[src/rtl/core/lpe_pkg.sv]
// Shared types, constants and the dictionary hash for the LZW pixel encoder.
// No dependencies; lpe_out_reg and the top level take names from here by scope.
package lpe_pkg;

    localparam int DICT_AW    = 13;
    localparam int DICT_DEPTH = 1 << DICT_AW;

    localparam logic [12:0] CODE_LIMIT = 13'd4093;
    localparam logic [3:0]  MAX_WIDTH  = 4'd12;

    typedef enum logic [1:0] {
        CMD_START  = 2'd0,
        CMD_PIXEL  = 2'd1,
        CMD_FINISH = 2'd2,
        CMD_NONE   = 2'd3
    } cmd_t;

    // One dictionary word: valid flag, prefix code, pixel, assigned code.
    typedef struct packed {
        logic        valid;
        logic [11:0] prefix;
        logic [7:0]  pixel;
        logic [11:0] code;
    } entry_t;

    localparam int ENTRY_W = $bits(entry_t);

    // Result handed from the sequencer to the output stage.
    typedef struct packed {
        logic        valid;
        logic [11:0] code;
        logic [3:0]  width;
        logic        last;
    } res_t;

    // Probe start: ((prefix*263) ^ (pixel*40503)) modulo the table depth.
    function automatic logic [DICT_AW-1:0] hash(input logic [11:0] prefix,
                                               input logic [7:0] pix);
        logic [24:0] a;
        logic [24:0] b;
        begin
            a = 25'(prefix) * 25'd263;
            b = 25'(pix) * 25'd40503;
            return a[DICT_AW-1:0] ^ b[DICT_AW-1:0];
        end
    endfunction

endpackage

[src/rtl/core/lpe_code_if.sv]
// Code channel: valid/ready handshake carrying code, code_width and last.
// Depends on nothing.
interface lpe_code_if;
    logic        valid;
    logic        ready;
    logic [11:0] code;
    logic [3:0]  code_width;
    logic        last;

    modport source (output valid, output code, output code_width, output last, input ready);
    modport sink   (input valid, input code, input code_width, input last, output ready);
endinterface

[src/rtl/core/lpe_out_reg.sv]
// Output register stage of the encoder: holds one code transaction.
// Depends on lpe_pkg and lpe_code_if.
module lpe_out_reg (
    input  logic               clk,
    input  logic               rst_n,
    input  lpe_pkg::res_t      res,
    output logic               take,
    lpe_code_if.source         codes
);

    logic        vld_reg;
    logic [11:0] code_reg;
    logic [3:0]  width_reg;
    logic        last_reg;

    assign take = !vld_reg || codes.ready;

    always_ff @(posedge clk or negedge rst_n)
    begin
        if (!rst_n)
        begin
            vld_reg <= 1'b0;
        end
        else if (take)
        begin
            vld_reg <= res.valid;
        end
    end

    always_ff @(posedge clk)
    begin
        if (take && res.valid)
        begin
            code_reg  <= res.code;
            width_reg <= res.width;
            last_reg  <= res.last;
        end
    end

    assign codes.valid      = vld_reg;
    assign codes.code       = code_reg;
    assign codes.code_width = width_reg;
    assign codes.last       = last_reg;

endmodule

[src/flat_wrapper.sv]
// flat-port wrapper written by rule: the top's interface ports become plain ports
module lpe_out_reg_flat 
  (clk, rst_n, res, take, codes_valid, codes_code, codes_code_width, codes_last, codes_ready);
  lpe_code_if codes_i ();
  input  logic clk;
  input  logic rst_n;
  input  lpe_pkg::res_t res;
  output logic take;
  output wire logic [$bits(codes_i.valid)-1:0] codes_valid;
  output wire logic [$bits(codes_i.code)-1:0] codes_code;
  output wire logic [$bits(codes_i.code_width)-1:0] codes_code_width;
  output wire logic [$bits(codes_i.last)-1:0] codes_last;
  input wire logic [$bits(codes_i.ready)-1:0] codes_ready;
  assign codes_valid = codes_i.valid;
  assign codes_code = codes_i.code;
  assign codes_code_width = codes_i.code_width;
  assign codes_last = codes_i.last;
  assign codes_i.ready = codes_ready;
  lpe_out_reg u_core (.clk(clk), .rst_n(rst_n), .res(res), .take(take), .codes(codes_i));
endmodule
[config.mk]
export PLATFORM = sky130hd
export DESIGN_NAME = lpe_out_reg_flat
export DESIGN_NICKNAME = d
export VERILOG_FILES = /design/src/rtl/core/lpe_pkg.sv /design/src/rtl/core/lpe_code_if.sv /design/src/rtl/core/lpe_out_reg.sv /design/src/flat_wrapper.sv
export SDC_FILE = /design/constraint.sdc
export NUM_CORES = 1
export LEC_CHECK = 0
export ABC_CLOCK_PERIOD_IN_PS = 950
export BUFFER_PORTS_ARGS = -buffer_cell sky130_fd_sc_hd__buf_2
export CELL_PAD_IN_SITES_DETAIL_PLACEMENT = 2
export CELL_PAD_IN_SITES_GLOBAL_PLACEMENT = 2
export CORE_MARGIN = 1
export CORE_UTILIZATION = 22
export CTS_CLUSTER_SIZE = 16
export DETAILED_ROUTE_END_ITERATION = 16
export GPL_TIMING_DRIVEN = 0
export PLACE_DENSITY_LB_ADDON = 0.15
export SYNTH_ARGS = -nofsm -noshare
export SYNTH_HDL_FRONTEND = slang
export SYNTH_SLANG_ARGS = --single-unit
[constraint.sdc]
create_clock -name clk -period 0.95 [get_ports clk]
set_input_delay 0 -clock clk [delete_from_list [all_inputs] [get_ports clk]]
set_output_delay 0 -clock clk [all_outputs]
set_load 0.02 [all_outputs]
==> impl_metrics.ini, run 1 <==
[sta]
rsz0062_at_grt = yes
max_freq_mhz = 982
skew_ns = 0.00159
slew_headroom = 0.909
period_needed_ns = 1.02
setup_ws_ns = -0.0682
tightestPinTransition_ns = 0.137
timing.hold.ws_ns = -0.00994
finalMaxSlewViolations = 0
timing.final.hold_violations = 1
period_share = 1.07
finalSetupViolations = 18

[critical_path]
path_max_fanout = 9
crit_chain = nand2b_4 > and2_4
critPathLaunchType = register
slowest_delay_ns = 0.44
endpoint_kind = register
critPathSlowestCell = dfrtp_2
critical_path_class = reg2reg
crit_required_ns = 0.95
arrival_ns = 1.02

[synthesis]
synth_area_um2 = 564
synth_area_per_cell_um2 = 26.9
synth_nets = 42
syn_inst = 21
ys_top_cells_by_area = edfxtp_1, dfrtp_1, nand2b_4
yosysSeqAreaShare = 0.949
synth-seq-cells = 18
synth_top_area_cell = edfxtp_1
synth_top_cell_area_share = 0.905
synthDistinctLibCells = 5
yosys_warnings = 0

[clocking]
postCtsSetupBuffers = 0
cts_tree = yes
cts_max_level = 1
cts_hold_buf = 20
ctsLongestPathBuffers = 2
cts_made_buffers = 3
clk_latency_ns = 0.28
cts_sinks = 18
clk_pin_slew_ns = 0.10
cts-root-buf = clkbuf_4

[pwr]
p_sw_uw = 356
peakVddDrop_mv = 0.707
p_clk_frac = 0.249
p_leak_nw = 0.443
combPwrFrac = 0.154
power.density_nw_per_um2 = 1520
p_seq_frac = 0.597
intPower_mw = 1.21
p_sw_frac = 0.228

[finish]
nets = 107
largest_register_ff_count = 12
utilization = 0.445
syn_to_final_growth_pct = 82.7
n_antenna_cell = 0
drive_above_1_share = 0.541

[global_route]
grt_pass1_wl_mm = 2.10
grt_use_total = 0.112
grt_max_degree = 11
grt_pass1_vias = 453
antenna_found_initial = 0
grt_remaining_overflow = 0

[placement]
place.gp.congestion = 0.589
port_buffers = 39

[floorplanning]
chipWidth_um = 52.6
dieArea_um2 = 2770
fp.dieH_um = 52.6
num_rows = 17
io-pin-count = 40
initial_core_util = 0.243
core_um2 = 2320

[drt]
via_count = 428
dr.pass1.iters = 4
drt_iter0_markers = 5
drc_errors = 0
wire_per_inst_um = 12.6
wl_mm = 1.42
ant_nets = 0
vias_per_cell = 3.79

[outcome]
outcome = finished, violations left
violations = hold timing, setup timing

[flow_run]
maxCapViolations = 0

[worst_hold_path]
min_path_type = in2reg
-- logic make-up (layout without fill, tap and decap cells) --
logic type / Yosys count / count (layout) / share of synthesized area
flops: 18 / 18 / 0.949
simple gates: 3 / 4 / 0.0510
buf+inv: 0 / 63 / 0
-- cells in the final DEF, fill, tap and decap left out --
| cell type | instances |
|---|---|
| clkbuf_1 | 1 |
| nand2b_1 | 1 |
| dfrtp_2 | 1 |
| and2_4 | 2 |
| nand2b_4 | 1 |
| buf_2 | 39 |
| edfxtp_1 | 17 |
| clkbuf_4 | 3 |
| dlygate4sd3_1 | 20 |
-- metal layers --
layer  track usage  share of wire  wire length, um
met5             0              0                0
met4        0.0263              0                0
met3        0.0261          0.053               75
met1         0.104           0.33              468
met2         0.236           0.62              880
-- synthesized netlist by cell type --
master    instances
nand2b_1          1
edfxtp_1         17
dfrtp_1           1
and2_4            1
nand2b_4          1
-- metrics by stage --
step | std cells | setup WS, ns | area (um2) | total power, mW | TNS (ns)
after floorplan | 21 | -0.187 | 566 | 1.04 | -3.18
after global placement | 88 | -0.136 | 796 | 1.12 | -2.31
after detailed placement | 88 | -0.146 | 796 | 1.12 | -2.47
after CTS | 113 | -0.0841 | 1030 | 1.58 | -1.40
after global routing | 113 | -0.0987 | 1030 | 1.63 | -1.61
final | 113 | -0.0682 | 1030 | 1.56 | -1.03
-- cell type report --
cell class | count | area, um2
sequential | 18 | 537
tap | 28 | 35.0
fill | 248 | 1290
clock buffer | 4 | 26.3
multi-input combinational | 4 | 37.5
timing repair buffer | 59 | 395
-- worst max-delay path: cells and delay by family, from the launching register on --
kind             cells  cell delay (ns)
DFF                  1             0.44
and+or+nand+nor      2             0.29
-- worst paths after layout --
kind / endpoint / depth (start not counted) / slack, ns / startpoint
max: u_core.codes.code[4]$_DFFE_PP_ / 2 / -0.07 / u_core.codes.valid$_DFFE_PN0P_
min: u_core.codes.valid$_DFFE_PN0P_ / 3 / -0.01 / codes_ready
max reg2reg: u_core.codes.code[4]$_DFFE_PP_ / 2 / -0.07 / u_core.codes.valid$_DFFE_PN0P_
min reg2reg: u_core.codes.valid$_DFFE_PN0P_ / 2 / 0.55 / u_core.codes.valid$_DFFE_PN0P_
max in group asynchronous: u_core.codes.valid$_DFFE_PN0P_ / 3 / 0.29 / rst_n
min in group asynchronous: u_core.codes.valid$_DFFE_PN0P_ / 3 / 0.55 / rst_n
-- repair_timing --
action | 4_1_cts | 5_1_grt
pin swaps | 1 | 2
endpoints found under the hold margin | 19 | 1
endpoints found under the setup margin | 18 | 18
cloned | 1 | 0
resized for setup | 1 | 0
-- power by group through the flow --
stage                     clock network, mW  logic [mW]  registers, mW
after floorplan                           0      0.0286           1.01
after global placement                    0       0.170          0.948
after detailed placement                  0       0.171          0.951
after CTS                             0.408       0.240          0.932
after global routing                  0.437       0.259          0.936
final                                 0.389       0.241          0.932
Power figures use the tool's default switching activity.
==> inputs of run 2 (changes only) <==
--- a/config.mk
+++ b/config.mk
@@ -9,6 +9,7 @@
 export BUFFER_PORTS_ARGS = -buffer_cell sky130_fd_sc_hd__buf_2
 export CELL_PAD_IN_SITES_DETAIL_PLACEMENT = 2
 export CELL_PAD_IN_SITES_GLOBAL_PLACEMENT = 2
+export CORE_ASPECT_RATIO = 1.2
 export CORE_MARGIN = 1
 export CORE_UTILIZATION = 22
 export CTS_CLUSTER_SIZE = 16
==> run 2 against run 1 <==
Effect of this change: the flow finishes with violations (setup timing); register-to-register slack hardly changed; worst setup slack worse by 0.0037 ns; die area is essentially flat; clock power about the same; combinational power increased by 3%; via count is 5.8% higher; power increased by 0.27%; flip-flop and latch count is the same; maximum frequency shrank 0.36%; final cell count is 3.5% higher; clock skew grew 0.00065 ns; critical endpoint is now u_core.codes.code[9]$_DFFE_PP_.
==> impl_metrics.ini, run 2 (synthesis gave the netlist of run 1 again) <==
[floorplanning]
dieArea_um2 = 2770
num_rows = 19
chipWidth_um = 48.2
initial_core_util = 0.240
fp.dieH_um = 57.5
io-pin-count = 40
core_um2 = 2350

[worst_hold_path]
min_path_type = in2reg
hold_depth = 3

[clocking]
postCtsSetupBuffers = 0
clk_pin_slew_ns = 0.10
cts_max_level = 1
cts_sinks = 18
ctsLongestPathBuffers = 2
clk_latency_ns = 0.29
cts-root-buf = clkbuf_4
cts_tree = yes
cts_made_buffers = 3

[sta]
period_share = 1.08
timing.final.hold_violations = 0
skew_ns = 0.00224
rsz0062_at_grt = yes
setup-tns-final_ns = -1.00
max_freq_mhz = 979
slew_headroom = 0.921
period_needed_ns = 1.02
tightestPinTransition_ns = 0.118
finalMaxSlewViolations = 0
finalSetupViolations = 18
setup_ws_ns = -0.0719
timing.hold.ws_ns = 0.0140

[placement]
dp_slack_ns = -0.144
place.gp.congestion = 0.638
port_buffers = 39
postPlaceCellArea_um2 = 800
dp.cells = 91

[critical_path]
critical_path_class = reg2reg
endpoint_kind = register
crit_required_ns = 0.96
arrival_ns = 1.03
path_max_fanout = 8
critPathLaunchType = register
ff2ff_path_depth = 2

[drt]
drt_iter0_markers = 1
ant_nets = 0
dr.pass1.iters = 2
drc_errors = 0
wl_mm = 1.45
vias_per_cell = 3.87
wire_per_inst_um = 12.4
via_count = 453

[global_route]
grt_pass1_vias = 527
grt_remaining_overflow = 0
antenna_found_initial = 0
grt_max_degree = 11
grt_use_total = 0.122
grt_pass1_wl_mm = 2.30

[finish]
n_antenna_cell = 0
drive_above_1_share = 0.547
nets = 108
largest_register_ff_count = 12
nFillCells = 240
syn_to_final_growth_pct = 84.9
fin_cells = 117
stdcell_area_um2 = 1040
utilization = 0.443
final_cell_mix = buf_2, dlygate4sd3_1, edfxtp_1
mostFrequentLayoutCell = buf_2

[pwr]
power_mw = 1.57
p_leak_nw = 0.448
peakVddDrop_mv = 0.707
power.density_nw_per_um2 = 1500

[flow_run]
maxCapViolations = 0

[outcome]
outcome = finished, violations left
violations = setup timing
[run 2: path summary, 6_finish.rpt]
check / endpoint / start / slack [ns]
worst min register to register: u_core.codes.valid$_DFFE_PN0P_ / u_core.codes.valid$_DFFE_PN0P_ / 0.57
min in group asynchronous: u_core.codes.valid$_DFFE_PN0P_ / rst_n / 0.54
max in group asynchronous: u_core.codes.valid$_DFFE_PN0P_ / rst_n / 0.30
worst max-delay path: u_core.codes.code[9]$_DFFE_PP_ / u_core.codes.valid$_DFFE_PN0P_ / -0.07
worst min-delay path: u_core.codes.valid$_DFFE_PN0P_ / codes_ready / 0.01
worst max register to register: u_core.codes.code[9]$_DFFE_PP_ / u_core.codes.valid$_DFFE_PN0P_ / -0.07
[run 2: timing repair]
item                       CTS  global route
hold buffers                20             0
setup endpoints to repair   18            18
pin swaps                    2             0
cloned                       2             0
gates resized for setup      2             0
hold endpoints to repair    19             0
[run 2: final cells by class]
cell class	count	area (um2)	share of cell area
flip-flops and latches	18	537	0.514
repair buffers	59	395	0.379
multi-input cells	5	46.3	0.0444
well taps	31	38.8	0.0372
clock buffers	3	22.5	0.0216
clock inverters	1	3.75	0.00360
[run 2: power breakdown]
group	leakage (nW)	total, mW	switching (mW)	internal [mW]
clock	0.0154	0.386	0.234	0.153
combinational	0.261	0.248	0.121	0.128
sequential	0.172	0.932	0.0118	0.920
[run 2: metal layers]
metal,global-route usage,vias to the layer above,share of wire
met1,0.127,218,0.34
li1,-,214,-
met2,0.225,21,0.62
met4,0.0357,0,0
met5,0,-,0
met3,0.0316,0,0.039
[run 2: critical path: stages (launching register included)]
cell      delay (ns)
dfrtp_2         0.44
nand2b_4        0.10
and2_4          0.21
